`config.mk`:
```
export PLATFORM = sky130hd
export DESIGN_NAME = sigmoid_neuron_sgd_step_flat
export DESIGN_NICKNAME = d
export VERILOG_FILES = /design/src/design/sns_pkg.sv /design/src/design/sns_in_if.sv /design/src/design/sns_out_if.sv /design/src/design/sns_cfg_if.sv /design/src/design/sns_mul.sv /design/src/design/sns_seq.sv /design/src/design/sigmoid_neuron_sgd_step.sv /design/src/flat_wrapper.sv
export SDC_FILE = /design/constraint.sdc
export NUM_CORES = 2
export LEC_CHECK = 0
export BUFFER_PORTS_ARGS = -buffer_cell sky130_fd_sc_hd__buf_2
export CORE_MARGIN = 2
export CORE_UTILIZATION = 45
export DETAILED_ROUTE_END_ITERATION = 8
export GPL_ROUTABILITY_DRIVEN = 0
export PLACE_DENSITY_LB_ADDON = 0.08
export SYNTH_ARGS = -nofsm -noshare
export SYNTH_HDL_FRONTEND = slang
export SYNTH_SLANG_ARGS = --single-unit
```
`constraint.sdc`:
```
create_clock -name clk -period 16.9 [get_ports clk]
set_input_delay 0.845 -clock clk [delete_from_list [all_inputs] [get_ports clk]]
set_output_delay 0.845 -clock clk [all_outputs]
set_load 0.005 [all_outputs]
```
`src/design/sns_pkg.sv`:
```
// ----------------------------------------------------------------------------
// sns_pkg
// Shared types, constants and helpers for the sigmoid neuron training step.
// ----------------------------------------------------------------------------
package sns_pkg;

	localparam int FRAC_BITS = 12;
	localparam int SIG_DEPTH = 256;
	localparam int IDX_W     = $clog2(SIG_DEPTH);
	localparam int DATA_W    = 16;
	localparam int LR_W      = 13;
	localparam int CFG_IDX_W = 4;
	localparam int MUL_W     = 32;
	localparam int P_W       = 2 * MUL_W;
	localparam int ACC_W     = 36;
	localparam int E_W       = 16 + (16 - FRAC_BITS) + 2;
	localparam int G_W       = 20;
	localparam int PQ_W      = 31;

	localparam logic [LR_W-1:0]          RST_LEARN_RATE = 13'd410;
	localparam logic signed [DATA_W-1:0] RST_WEIGHT_0   = 16'sd6799;
	localparam logic signed [DATA_W-1:0] RST_WEIGHT_1   = -16'sd1434;
	localparam logic signed [DATA_W-1:0] RST_BIAS       = 16'sd0;

	localparam logic signed [P_W-1:0] SAT_HI = P_W'(32767);
	localparam logic signed [P_W-1:0] SAT_LO = -P_W'(32768);
	localparam logic signed [P_W-1:0] SQ_MAX = P_W'(65535);

	typedef enum logic [CFG_IDX_W-1:0] {
		CFG_LEARN_RATE = 4'd0,
		CFG_INIT_W0    = 4'd1,
		CFG_INIT_W1    = 4'd2,
		CFG_INIT_BIAS  = 4'd3
	} sns_cfg_idx_t;

	typedef enum logic [3:0] {
		S_IDLE, S_WX0, S_WX1, S_ACC, S_SIG, S_ERR, S_PQ, S_EE,
		S_EPQ, S_G, S_GW0, S_GW1, S_UB, S_UW0, S_UW1, S_DONE
	} sns_state_t;

	typedef struct packed {
		sns_state_t state;
		logic       in_ready;
	} sns_ctl_t;

	typedef logic [15:0] sig_tab_t [SIG_DEPTH];

	// restoring division, table build only
	function automatic longint unsigned udiv64(input longint unsigned num,
			input longint unsigned den);
		longint unsigned quo, rem;
		int              b;
		quo = 0;
		rem = 0;
		for (b = 63; b >= 0; b--) begin
			rem = (rem << 1) | ((num >> b) & 64'd1);
			if (rem >= den) begin
				rem = rem - den;
				quo = quo | (64'd1 << b);
			end
		end
		return quo;
	endfunction

	// e^-a series evaluation and rounded divide, all at elaboration
	function automatic sig_tab_t build_sig_table();
		sig_tab_t            tab;
		longint              c;
		longint unsigned     mag, y, n, r, term, sum, e, d, p, j;
		longint unsigned     one_q32, log2e_q32, ln2_q32;
		int                  k;
		one_q32   = 64'd4294967296;
		log2e_q32 = 64'd6196328019;
		ln2_q32   = 64'd2977044472;
		for (k = 0; k < SIG_DEPTH; k++) begin
			c = (longint'(2 * k + 1) * 65536) / (2 * SIG_DEPTH) - 32768;
			mag = (c < 0) ? longint'(-c) : longint'(c);
			y = (mag * log2e_q32) >> FRAC_BITS;
			n = y >> 32;
			r = ((y & 64'hFFFF_FFFF) * ln2_q32) >> 32;
			if (n >= 63) begin
				e = 0;
			end else begin
				term = one_q32;
				sum  = one_q32;
				for (j = 1; j <= 12; j++) begin
					term = udiv64((term * r) >> 32, j);
					if (j[0]) sum = sum - term;
					else sum = sum + term;
				end
				e = sum >> n;
			end
			d = one_q32 + e;
			if (c >= 0) p = udiv64((one_q32 << 16) + d / 2, d);
			else p = udiv64((e << 16) + d / 2, d);
			if (p > 65535) p = 65535;
			tab[k] = p[15:0];
		end
		return tab;
	endfunction

	localparam sig_tab_t SIG_TABLE = build_sig_table();

	// round half up, then floor
	function automatic logic signed [P_W-1:0] rnd_shr(input logic signed [P_W-1:0] v,
			input int s);
		logic signed [P_W-1:0] half;
		half = $signed(P_W'(1) << (s - 1));
		return (v + half) >>> s;
	endfunction

	function automatic logic signed [DATA_W-1:0] sat16(input logic signed [P_W-1:0] v);
		logic signed [DATA_W-1:0] res;
		if (v > SAT_HI) res = 16'sh7FFF;
		else if (v < SAT_LO) res = -16'sh8000;
		else res = v[DATA_W-1:0];
		return res;
	endfunction

	function automatic logic ovf16(input logic signed [P_W-1:0] v);
		return (v > SAT_HI) || (v < SAT_LO);
	endfunction

endpackage

```
`src/design/sns_in_if.sv`:
```
// ----------------------------------------------------------------------------
// sns_in_if
// Sample request channel: two features, target and reload flag.
// ----------------------------------------------------------------------------
interface sns_in_if;
	logic                               valid;
	logic                               ready;
	logic signed [sns_pkg::DATA_W-1:0]  feature_0;
	logic signed [sns_pkg::DATA_W-1:0]  feature_1;
	logic signed [sns_pkg::DATA_W-1:0]  target_value;
	logic                               reload;

	modport source (output valid, feature_0, feature_1, target_value, reload, input ready);
	modport sink (input valid, feature_0, feature_1, target_value, reload, output ready);
endinterface

```
`src/design/sns_out_if.sv`:
```
// ----------------------------------------------------------------------------
// sns_out_if
// Result request channel: prediction, error, gradients and clip flag.
// ----------------------------------------------------------------------------
interface sns_out_if;
	logic                               valid;
	logic                               ready;
	logic [sns_pkg::DATA_W-1:0]         prediction;
	logic [sns_pkg::DATA_W-1:0]         squared_error;
	logic signed [sns_pkg::DATA_W-1:0]  grad_bias;
	logic signed [sns_pkg::DATA_W-1:0]  grad_weight0;
	logic signed [sns_pkg::DATA_W-1:0]  grad_weight1;
	logic                               clipped;

	modport source (output valid, prediction, squared_error, grad_bias, grad_weight0,
		grad_weight1, clipped, input ready);
	modport sink (input valid, prediction, squared_error, grad_bias, grad_weight0,
		grad_weight1, clipped, output ready);
endinterface

```
`src/design/sns_cfg_if.sv`:
```
// ----------------------------------------------------------------------------
// sns_cfg_if
// Configuration write channel: register index and write data.
// ----------------------------------------------------------------------------
interface sns_cfg_if;
	logic                                valid;
	logic                                ready;
	logic [sns_pkg::CFG_IDX_W-1:0]       index;
	logic [sns_pkg::DATA_W-1:0]          data;

	modport source (output valid, index, data, input ready);
	modport sink (input valid, index, data, output ready);
endinterface

```
`src/design/sns_mul.sv`:
```
// ----------------------------------------------------------------------------
// sns_mul
// Shared signed multiplier with registered product.
// ----------------------------------------------------------------------------
module sns_mul (
	input  logic                              clk,
	input  logic signed [sns_pkg::MUL_W-1:0]  a,
	input  logic signed [sns_pkg::MUL_W-1:0]  b,
	output logic signed [sns_pkg::P_W-1:0]    prod_q
);
	import sns_pkg::*;

	always_ff @(posedge clk) begin
		prod_q <= P_W'(a) * P_W'(b);
	end

endmodule

```
`src/design/sns_seq.sv`:
```
// ----------------------------------------------------------------------------
// sns_seq
// Step sequencer: walks one sample through the shared multiplier.
// ----------------------------------------------------------------------------
module sns_seq (
	input  logic               clk,
	input  logic               arst_n,
	input  logic               in_valid,
	input  logic               out_free,
	output sns_pkg::sns_ctl_t  ctl
);
	import sns_pkg::*;

	sns_state_t state_q;
	sns_state_t state_d;

	always_ff @(posedge clk or negedge arst_n) begin
		if (!arst_n) begin
			state_q <= S_IDLE;
		end else begin
			state_q <= state_d;
		end
	end

	always_comb begin
		state_d      = state_q;
		ctl.state    = state_q;
		ctl.in_ready = 1'b0;
		case (state_q)
			S_IDLE: begin
				ctl.in_ready = 1'b1;
				if (in_valid) state_d = S_WX0;
			end
			S_WX0: state_d = S_WX1;
			S_WX1: state_d = S_ACC;
			S_ACC: state_d = S_SIG;
			S_SIG: state_d = S_ERR;
			S_ERR: state_d = S_PQ;
			S_PQ:  state_d = S_EE;
			S_EE:  state_d = S_EPQ;
			S_EPQ: state_d = S_G;
			S_G:   state_d = S_GW0;
			S_GW0: state_d = S_GW1;
			S_GW1: state_d = S_UB;
			S_UB:  state_d = S_UW0;
			S_UW0: state_d = S_UW1;
			S_UW1: state_d = S_DONE;
			S_DONE: begin
				if (out_free) state_d = S_IDLE;
			end
			default: state_d = S_IDLE;
		endcase
	end

endmodule

```
`src/design/sigmoid_neuron_sgd_step.sv`:
```
// ----------------------------------------------------------------------------
// sigmoid_neuron_sgd_step
// One gradient descent step of a two-input sigmoid neuron per sample.
// ----------------------------------------------------------------------------
// in_ch carries one sample per request (features, target, reload flag).
// out_ch returns one result per sample: prediction, squared error, the
// three gradients and a clip flag. cfg writes learn_rate (index 0) and the
// initial weight and bias values (indexes 1 to 3); it is always ready, and
// the user must write it only while the block is idle; this is not enforced.
// A sample goes through fifteen steps around one shared 32x32 multiplier;
// a new sample is taken only once the block is back in idle after the
// last step of the previous one. The steps follow the multiplier chain
// (products, sigmoid error, gradient, three updates).
// If out_ch stalls, the block holds its last step until the previous
// result is taken; the result register lets the next sample in meanwhile.
// Reset restores the register and parameter reset values and idles.
// ----------------------------------------------------------------------------
module sigmoid_neuron_sgd_step (
	input  logic      clk,
	input  logic      arst_n,
	sns_in_if.sink    in_ch,
	sns_out_if.source out_ch,
	sns_cfg_if.sink   cfg
);
	import sns_pkg::*;

	sns_ctl_t ctl;
	logic     accept;
	logic     out_free;

	logic [LR_W-1:0]          lr_q;
	logic signed [DATA_W-1:0] init_w0_q, init_w1_q, init_b_q;
	logic signed [DATA_W-1:0] wa_q, wb_q, bias_q;

	logic signed [DATA_W-1:0] x0_q, x1_q, t_q;
	logic signed [ACC_W-1:0]  acc_q;
	logic [DATA_W-1:0]        p_q;
	logic [DATA_W:0]          q_q;
	logic signed [E_W-1:0]    e_q;
	logic [PQ_W-1:0]          pq_q;
	logic [DATA_W-1:0]        sq_q;
	logic signed [G_W-1:0]    g_q;
	logic signed [DATA_W-1:0] gb_q, gw0_q, gw1_q;
	logic                     clip_q;

	logic                     out_valid_q;
	logic [DATA_W-1:0]        o_pred_q, o_sq_q;
	logic signed [DATA_W-1:0] o_gb_q, o_gw0_q, o_gw1_q;
	logic                     o_clip_q;

	logic signed [MUL_W-1:0]  mul_a, mul_b;
	logic signed [P_W-1:0]    prod_q;

	logic signed [P_W-1:0]    z_full, sq_full, g_full, prod_rnd, upd_val;
	logic signed [DATA_W-1:0] z_sat, upd_sel;
	logic [DATA_W-1:0]        z_u;
	logic [16+IDX_W:0]        idx_prod;
	logic [IDX_W-1:0]         idx;

	assign accept   = in_ch.valid && ctl.in_ready;
	assign out_free = !out_valid_q || out_ch.ready;
	assign cfg.ready = 1'b1;

	sns_seq u_seq (
		.clk      (clk),
		.arst_n   (arst_n),
		.in_valid (in_ch.valid),
		.out_free (out_free),
		.ctl      (ctl)
	);

	sns_mul u_mul (
		.clk    (clk),
		.a      (mul_a),
		.b      (mul_b),
		.prod_q (prod_q)
	);

	assign in_ch.ready = ctl.in_ready;

	// operand select for the shared multiplier
	always_comb begin
		mul_a = '0;
		mul_b = '0;
		case (ctl.state)
			S_WX0: begin mul_a = MUL_W'(wa_q);  mul_b = MUL_W'(x0_q); end
			S_WX1: begin mul_a = MUL_W'(wb_q);  mul_b = MUL_W'(x1_q); end
			S_PQ:  begin mul_a = MUL_W'(p_q);   mul_b = MUL_W'(q_q);  end
			S_EE:  begin mul_a = MUL_W'(e_q);   mul_b = MUL_W'(e_q);  end
			S_EPQ: begin mul_a = MUL_W'(e_q);   mul_b = MUL_W'(pq_q); end
			S_GW0: begin mul_a = MUL_W'(g_q);   mul_b = MUL_W'(x0_q); end
			S_GW1: begin mul_a = MUL_W'(g_q);   mul_b = MUL_W'(x1_q); end
			S_UB:  begin mul_a = MUL_W'(lr_q);  mul_b = MUL_W'(gb_q); end
			S_UW0: begin mul_a = MUL_W'(lr_q);  mul_b = MUL_W'(gw0_q); end
			// held through a stalled final step
			S_UW1, S_DONE: begin mul_a = MUL_W'(lr_q);  mul_b = MUL_W'(gw1_q); end
			default: begin mul_a = '0; mul_b = '0; end
		endcase
	end

	always_comb begin
		z_full   = rnd_shr(P_W'(acc_q), FRAC_BITS);
		z_sat    = sat16(z_full);
		z_u      = {~z_sat[DATA_W-1], z_sat[DATA_W-2:0]};
		idx_prod = (17 + IDX_W)'(z_u) * (17 + IDX_W)'(SIG_DEPTH);
		idx      = idx_prod[16 +: IDX_W];
		sq_full  = rnd_shr(prod_q, 32 - FRAC_BITS);
		// factor two folded into the shift
		g_full   = rnd_shr(prod_q, 47 - FRAC_BITS);
		prod_rnd = rnd_shr(prod_q, FRAC_BITS);
		case (ctl.state)
			S_UW0:   upd_sel = bias_q;
			S_UW1:   upd_sel = wa_q;
			default: upd_sel = wb_q;
		endcase
		upd_val  = P_W'(upd_sel) - prod_rnd;
	end

	always_ff @(posedge clk or negedge arst_n) begin
		if (!arst_n) begin
			lr_q      <= RST_LEARN_RATE;
			init_w0_q <= RST_WEIGHT_0;
			init_w1_q <= RST_WEIGHT_1;
			init_b_q  <= RST_BIAS;
		end else if (cfg.valid) begin
			case (cfg.index)
				CFG_LEARN_RATE: lr_q      <= cfg.data[LR_W-1:0];
				CFG_INIT_W0:    init_w0_q <= $signed(cfg.data);
				CFG_INIT_W1:    init_w1_q <= $signed(cfg.data);
				CFG_INIT_BIAS:  init_b_q  <= $signed(cfg.data);
				default: ;
			endcase
		end
	end

	always_ff @(posedge clk or negedge arst_n) begin
		if (!arst_n) begin
			wa_q   <= RST_WEIGHT_0;
			wb_q   <= RST_WEIGHT_1;
			bias_q <= RST_BIAS;
		end else begin
			if (accept && in_ch.reload) begin
				wa_q   <= init_w0_q;
				wb_q   <= init_w1_q;
				bias_q <= init_b_q;
			end
			if (ctl.state == S_UW0) bias_q <= sat16(upd_val);
			if (ctl.state == S_UW1) wa_q <= sat16(upd_val);
			if (ctl.state == S_DONE && out_free) wb_q <= sat16(upd_val);
		end
	end

	always_ff @(posedge clk) begin
		if (accept) begin
			x0_q <= in_ch.feature_0;
			x1_q <= in_ch.feature_1;
			t_q  <= in_ch.target_value;
		end
		case (ctl.state)
			S_WX0: acc_q <= ACC_W'(bias_q) <<< FRAC_BITS;
			S_WX1: acc_q <= acc_q + ACC_W'(prod_q);
			S_ACC: acc_q <= acc_q + ACC_W'(prod_q);
			S_SIG: begin
				p_q    <= SIG_TABLE[idx];
				clip_q <= ovf16(z_full);
			end
			S_ERR: begin
				e_q <= $signed({{(E_W-DATA_W){1'b0}}, p_q})
					- ($signed(E_W'(t_q)) <<< (16 - FRAC_BITS));
				q_q <= 17'h10000 - {1'b0, p_q};
			end
			S_EE: pq_q <= prod_q[PQ_W-1:0];
			S_EPQ: begin
				if (sq_full > SQ_MAX) begin
					sq_q   <= 16'hFFFF;
					clip_q <= 1'b1;
				end else begin
					sq_q <= sq_full[DATA_W-1:0];
				end
			end
			S_G: begin
				g_q    <= g_full[G_W-1:0];
				gb_q   <= sat16(g_full);
				clip_q <= clip_q | ovf16(g_full);
			end
			S_GW1: begin
				gw0_q  <= sat16(prod_rnd);
				clip_q <= clip_q | ovf16(prod_rnd);
			end
			S_UB: begin
				gw1_q  <= sat16(prod_rnd);
				clip_q <= clip_q | ovf16(prod_rnd);
			end
			S_UW0, S_UW1: clip_q <= clip_q | ovf16(upd_val);
			default: ;
		endcase
	end

	always_ff @(posedge clk or negedge arst_n) begin
		if (!arst_n) begin
			out_valid_q <= 1'b0;
		end else if (ctl.state == S_DONE && out_free) begin
			out_valid_q <= 1'b1;
		end else if (out_ch.ready) begin
			out_valid_q <= 1'b0;
		end
	end

	always_ff @(posedge clk) begin
		if (ctl.state == S_DONE && out_free) begin
			o_pred_q <= p_q;
			o_sq_q   <= sq_q;
			o_gb_q   <= gb_q;
			o_gw0_q  <= gw0_q;
			o_gw1_q  <= gw1_q;
			o_clip_q <= clip_q | ovf16(upd_val);
		end
	end

	assign out_ch.valid         = out_valid_q;
	assign out_ch.prediction    = o_pred_q;
	assign out_ch.squared_error = o_sq_q;
	assign out_ch.grad_bias     = o_gb_q;
	assign out_ch.grad_weight0  = o_gw0_q;
	assign out_ch.grad_weight1  = o_gw1_q;
	assign out_ch.clipped       = o_clip_q;

endmodule

```
`src/flat_wrapper.sv`:
```
// flat-port wrapper written by rule: the top's interface ports become plain ports
module sigmoid_neuron_sgd_step_flat import sns_pkg::*;
  (clk, arst_n, in_ch_valid, in_ch_feature_0, in_ch_feature_1, in_ch_target_value, in_ch_reload, in_ch_ready, out_ch_valid, out_ch_prediction, out_ch_squared_error, out_ch_grad_bias, out_ch_grad_weight0, out_ch_grad_weight1, out_ch_clipped, out_ch_ready, cfg_valid, cfg_index, cfg_data, cfg_ready);
  sns_in_if in_ch_i ();
  sns_out_if out_ch_i ();
  sns_cfg_if cfg_i ();
  input  logic clk;
  input  logic arst_n;
  input wire logic [$bits(in_ch_i.valid)-1:0] in_ch_valid;
  input wire logic [$bits(in_ch_i.feature_0)-1:0] in_ch_feature_0;
  input wire logic [$bits(in_ch_i.feature_1)-1:0] in_ch_feature_1;
  input wire logic [$bits(in_ch_i.target_value)-1:0] in_ch_target_value;
  input wire logic [$bits(in_ch_i.reload)-1:0] in_ch_reload;
  output wire logic [$bits(in_ch_i.ready)-1:0] in_ch_ready;
  output wire logic [$bits(out_ch_i.valid)-1:0] out_ch_valid;
  output wire logic [$bits(out_ch_i.prediction)-1:0] out_ch_prediction;
  output wire logic [$bits(out_ch_i.squared_error)-1:0] out_ch_squared_error;
  output wire logic [$bits(out_ch_i.grad_bias)-1:0] out_ch_grad_bias;
  output wire logic [$bits(out_ch_i.grad_weight0)-1:0] out_ch_grad_weight0;
  output wire logic [$bits(out_ch_i.grad_weight1)-1:0] out_ch_grad_weight1;
  output wire logic [$bits(out_ch_i.clipped)-1:0] out_ch_clipped;
  input wire logic [$bits(out_ch_i.ready)-1:0] out_ch_ready;
  input wire logic [$bits(cfg_i.valid)-1:0] cfg_valid;
  input wire logic [$bits(cfg_i.index)-1:0] cfg_index;
  input wire logic [$bits(cfg_i.data)-1:0] cfg_data;
  output wire logic [$bits(cfg_i.ready)-1:0] cfg_ready;
  assign in_ch_i.valid = in_ch_valid;
  assign in_ch_i.feature_0 = in_ch_feature_0;
  assign in_ch_i.feature_1 = in_ch_feature_1;
  assign in_ch_i.target_value = in_ch_target_value;
  assign in_ch_i.reload = in_ch_reload;
  assign in_ch_ready = in_ch_i.ready;
  assign out_ch_valid = out_ch_i.valid;
  assign out_ch_prediction = out_ch_i.prediction;
  assign out_ch_squared_error = out_ch_i.squared_error;
  assign out_ch_grad_bias = out_ch_i.grad_bias;
  assign out_ch_grad_weight0 = out_ch_i.grad_weight0;
  assign out_ch_grad_weight1 = out_ch_i.grad_weight1;
  assign out_ch_clipped = out_ch_i.clipped;
  assign out_ch_i.ready = out_ch_ready;
  assign cfg_i.valid = cfg_valid;
  assign cfg_i.index = cfg_index;
  assign cfg_i.data = cfg_data;
  assign cfg_ready = cfg_i.ready;
  sigmoid_neuron_sgd_step u_core (.clk(clk), .arst_n(arst_n), .in_ch(in_ch_i), .out_ch(out_ch_i), .cfg(cfg_i));
endmodule
```
==> summary.txt <==
Detailed routing
  • DRT Pass-1 Iters: 9
  • DR vias/cell: 6.022
  • Initial drt markers: 6,692
  • WL/cell: 26.93 um
  • DRC viols: 14
  • Antenna-violating nets left: 0
  • DR vias: 49,860
  • Final wirelength: 222,900 um

Timing
  • Period utilisation layout: 74.23%
  • Setup TNS after final layout: 0 ps
  • RSZ-0062 raised after global routing: false
  • Max Freq: 79.72 MHz
  • Post-route worst setup slack: 4356 ps
  • Max_slew headroom: 11.65%
  • Worst-Margin Slew: 1292 ps
  • Final slew viol count: 0
  • Final Critical Period: 12,540 ps
  • Hold Fails Final Rpt: 0
  • Final setup viols: 0
  • Hold Slack: 217.2 ps
  • Max Clock Skew: 83.97 ps

Clocking
  • Clock sink count: 512
  • Buffer depth of the longest clock path: 3
  • Cts bufs inserted: 61
  • Hold buffer count at cts: 0
  • Post-CTS setup buffer count: 0
  • CTS tree: done
  • CTS root buffer: clkbuf_16
  • Latest clock arrival within the worst-skew pair: 730 ps
  • H-tree depth: 2
  • Clk slew on worst S/H paths: 60 ps
  • Post-cts sizing count: 0

Worst setup path
  • CP max FO: 23
  • Crit Path Class: flop to flop
  • Critical Path Most Common Cell: inv_1
  • Largest stage delay on the critical path: 1150 ps
  • CP Data Required Time: 17,450 ps
  • CP max-delay cell: fa_1
  • Setup crit end kind: flop
  • Crit path DAT: 13,090 ps
  • Crit path launch type: flop

Placement
  • I/O Buffers: 156
  • Area after DPL: 61,800 um2
  • DP Wirelength: 168,900 um
  • Dpl ws: 4498 ps

GRT
  • Largest net degree at the start of global routing: 71
  • Grt ovf: 0
  • Initial antenna violation count: 17
  • First-pass GRT wire length: 330,300 um
  • Vias in the first global route: 49,650
  • GR Util All Layers: 33.72%

Yosys
  • Yosys reg bits: 512
  • Synth Warn #: 0
  • Synth async-reset ratio: 22.27%
  • Most used DFF post-synth: edfxtp_1
  • Post-synthesis sequential area ratio: 24.24%
  • Syn Nets: 7,576
  • Yosys cell types: 94
  • Cells after Synth: 6,422
  • Number of synthesized flops with an enable pin: 334
  • Mean Syn Cell Area: 9.132 um2
  • Mapped cell area: 58,640 um2

Finish
  • FF+latch area: 14,210 um2
  • Final Instance Area: 64,130 um2
  • Fillers: 12,390
  • Most frequent cells in the layout: 1,000 x inv_1, 786 x fa_1, 717 x nand2_1
  • Commonest non-fill, non-tap cell in the layout: inv_1
  • Area taken by multi-input logic gates: 39,680 um2
  • Area added between synthesis and finish: 9.360%
  • Nets@finish: 7,628
  • Share of cells above drive strength 1: 9.698%

Floorplanning
  • I/O pins: 158
  • FP Rows: 132
  • DIE HEIGHT: 365.0 um
  • Core Area: 129,500 um2
  • Overall die width: 365.0 um
  • Initial core utilization: 45.29%
  • Die Area: 133,200 um2

Run status
  • Status: complete, but fails checks
  • Failing checks: design-rule violations

Run
  • Max cap viols: 0

Min path
  • HP Class: primary input to async pin
## layout make-up
| type | instances | area share (%) |
|---|---|---|
| multi-input combinational | 4584 | 61.88 |
| sequential | 512 | 22.16 |
| inverter | 1004 | 5.880 |
| tap | 1742 | 3.399 |
| timing repair buffer | 311 | 3.036 |
| clock buffer | 73 | 2.595 |
| clock inverter | 43 | 1.011 |
| antenna | 10 | 0.03902 |
## metrics by stage
step / utilization [%] / instances
2_1_floorplan: - / 6422
3_3_place_gp: 47.72 / 8153
3_5_place_dp: 47.72 / 8153
4_1_cts: 49.51 / 8269
5_1_grt: 49.51 / 8270
6_report: 49.53 / 8279
## metal layers
| metal | global-route usage, % | wire (um) |
|---|---|---|
| met4 | 15.16 | 12740 |
| met1 | 46.36 | 90130 |
| met2 | 50.31 | 95220 |
| met5 | 0 | 73 |
| met3 | 8.410 | 24760 |
## sequential cells by signal, summed over array words and instances, names as in the netlist, 20 cells and up
register             cells
u_core.g_q              20
u_core.u_mul.prod_q     64
u_core.acc_q            36
u_core.e_q              21
u_core.pq_q             31
## final timing paths
path | from | end | slack [ps] | cells after the start
max in group asynchronous | arst_n | u_core.init_b_q[9] | 15390 | 2
worst min register to register | u_core.sq_q[13] | u_core.out_ch.squared_error[13] | 420 | 0
worst max register to register | u_core.u_seq.state_q[1] | u_core.u_mul.prod_q[57] | 4360 | 33
worst max-delay path | u_core.u_seq.state_q[1] | u_core.u_mul.prod_q[57] | 4360 | 33
min in group clk | in_ch_feature_0[8] | u_core.x0_q[8] | 310 | 1
worst min-delay path | arst_n | u_core.init_b_q[11] | 220 | 1
## cell families (layout without fill, tap and decap cells)
kind of cell / after synthesis / in the layout / share of synthesized area, %
AND/OR/NAND/NOR: 1998 / 1998 / 15.51
buffers and inverters: 1326 / 1431 / 8.568
AO/OA/AOI/OAI: 1170 / 1170 / 13.27
adder cells (fa/ha/maj): 1080 / 1080 / 33.12
flip-flops: 512 / 512 / 24.24
XOR/XNOR: 265 / 265 / 3.958
multiplexers: 70 / 70 / 1.329
other: 1 / 11 / 0.006395
## critical path, delay by kind of cell (launching register included)
kind	cells	cell delay (ps)
adders and majority gates	9	5500
xor gates and xnor gates	1	150
AOI/OAI and AO/OA	9	3050
DFF	1	640
and+or+nand+nor	6	1570
buffers and inverters	8	1430
## cells in the mapped netlist (39+ instances only)
library cell     n  area, um2
ha_1           293       3666
clkbuf_1       285       1070
a22oi_1         81      608.1
nand3_1        109      545.5
xnor2_1        161       1410
dfrtp_1         73       1827
xor2_1         104      910.9
nand2b_1        50      312.8
inv_1         1001       3757
a21oi_1        296       1481
o21ai_0        238       1191
o211ai_1        40      300.3
and3_1          83      519.3
mux2_2          63      709.4
nand2_1        717       2691
and2_1          43      269.0
a21o_1          96      720.7
edfxtp_1       334      10030
nor3_1          77      385.4
nand4_1        100      625.6
fa_1           787      15760
dfstp_2         41       1077
dfxtp_1         64       1281
nor4_1          39      244.0
nor2_1         627       2354
Power is left out: the tool's default activity adds up to more than one toggle a clock period on the data nets, which glitch-free logic cannot reach.
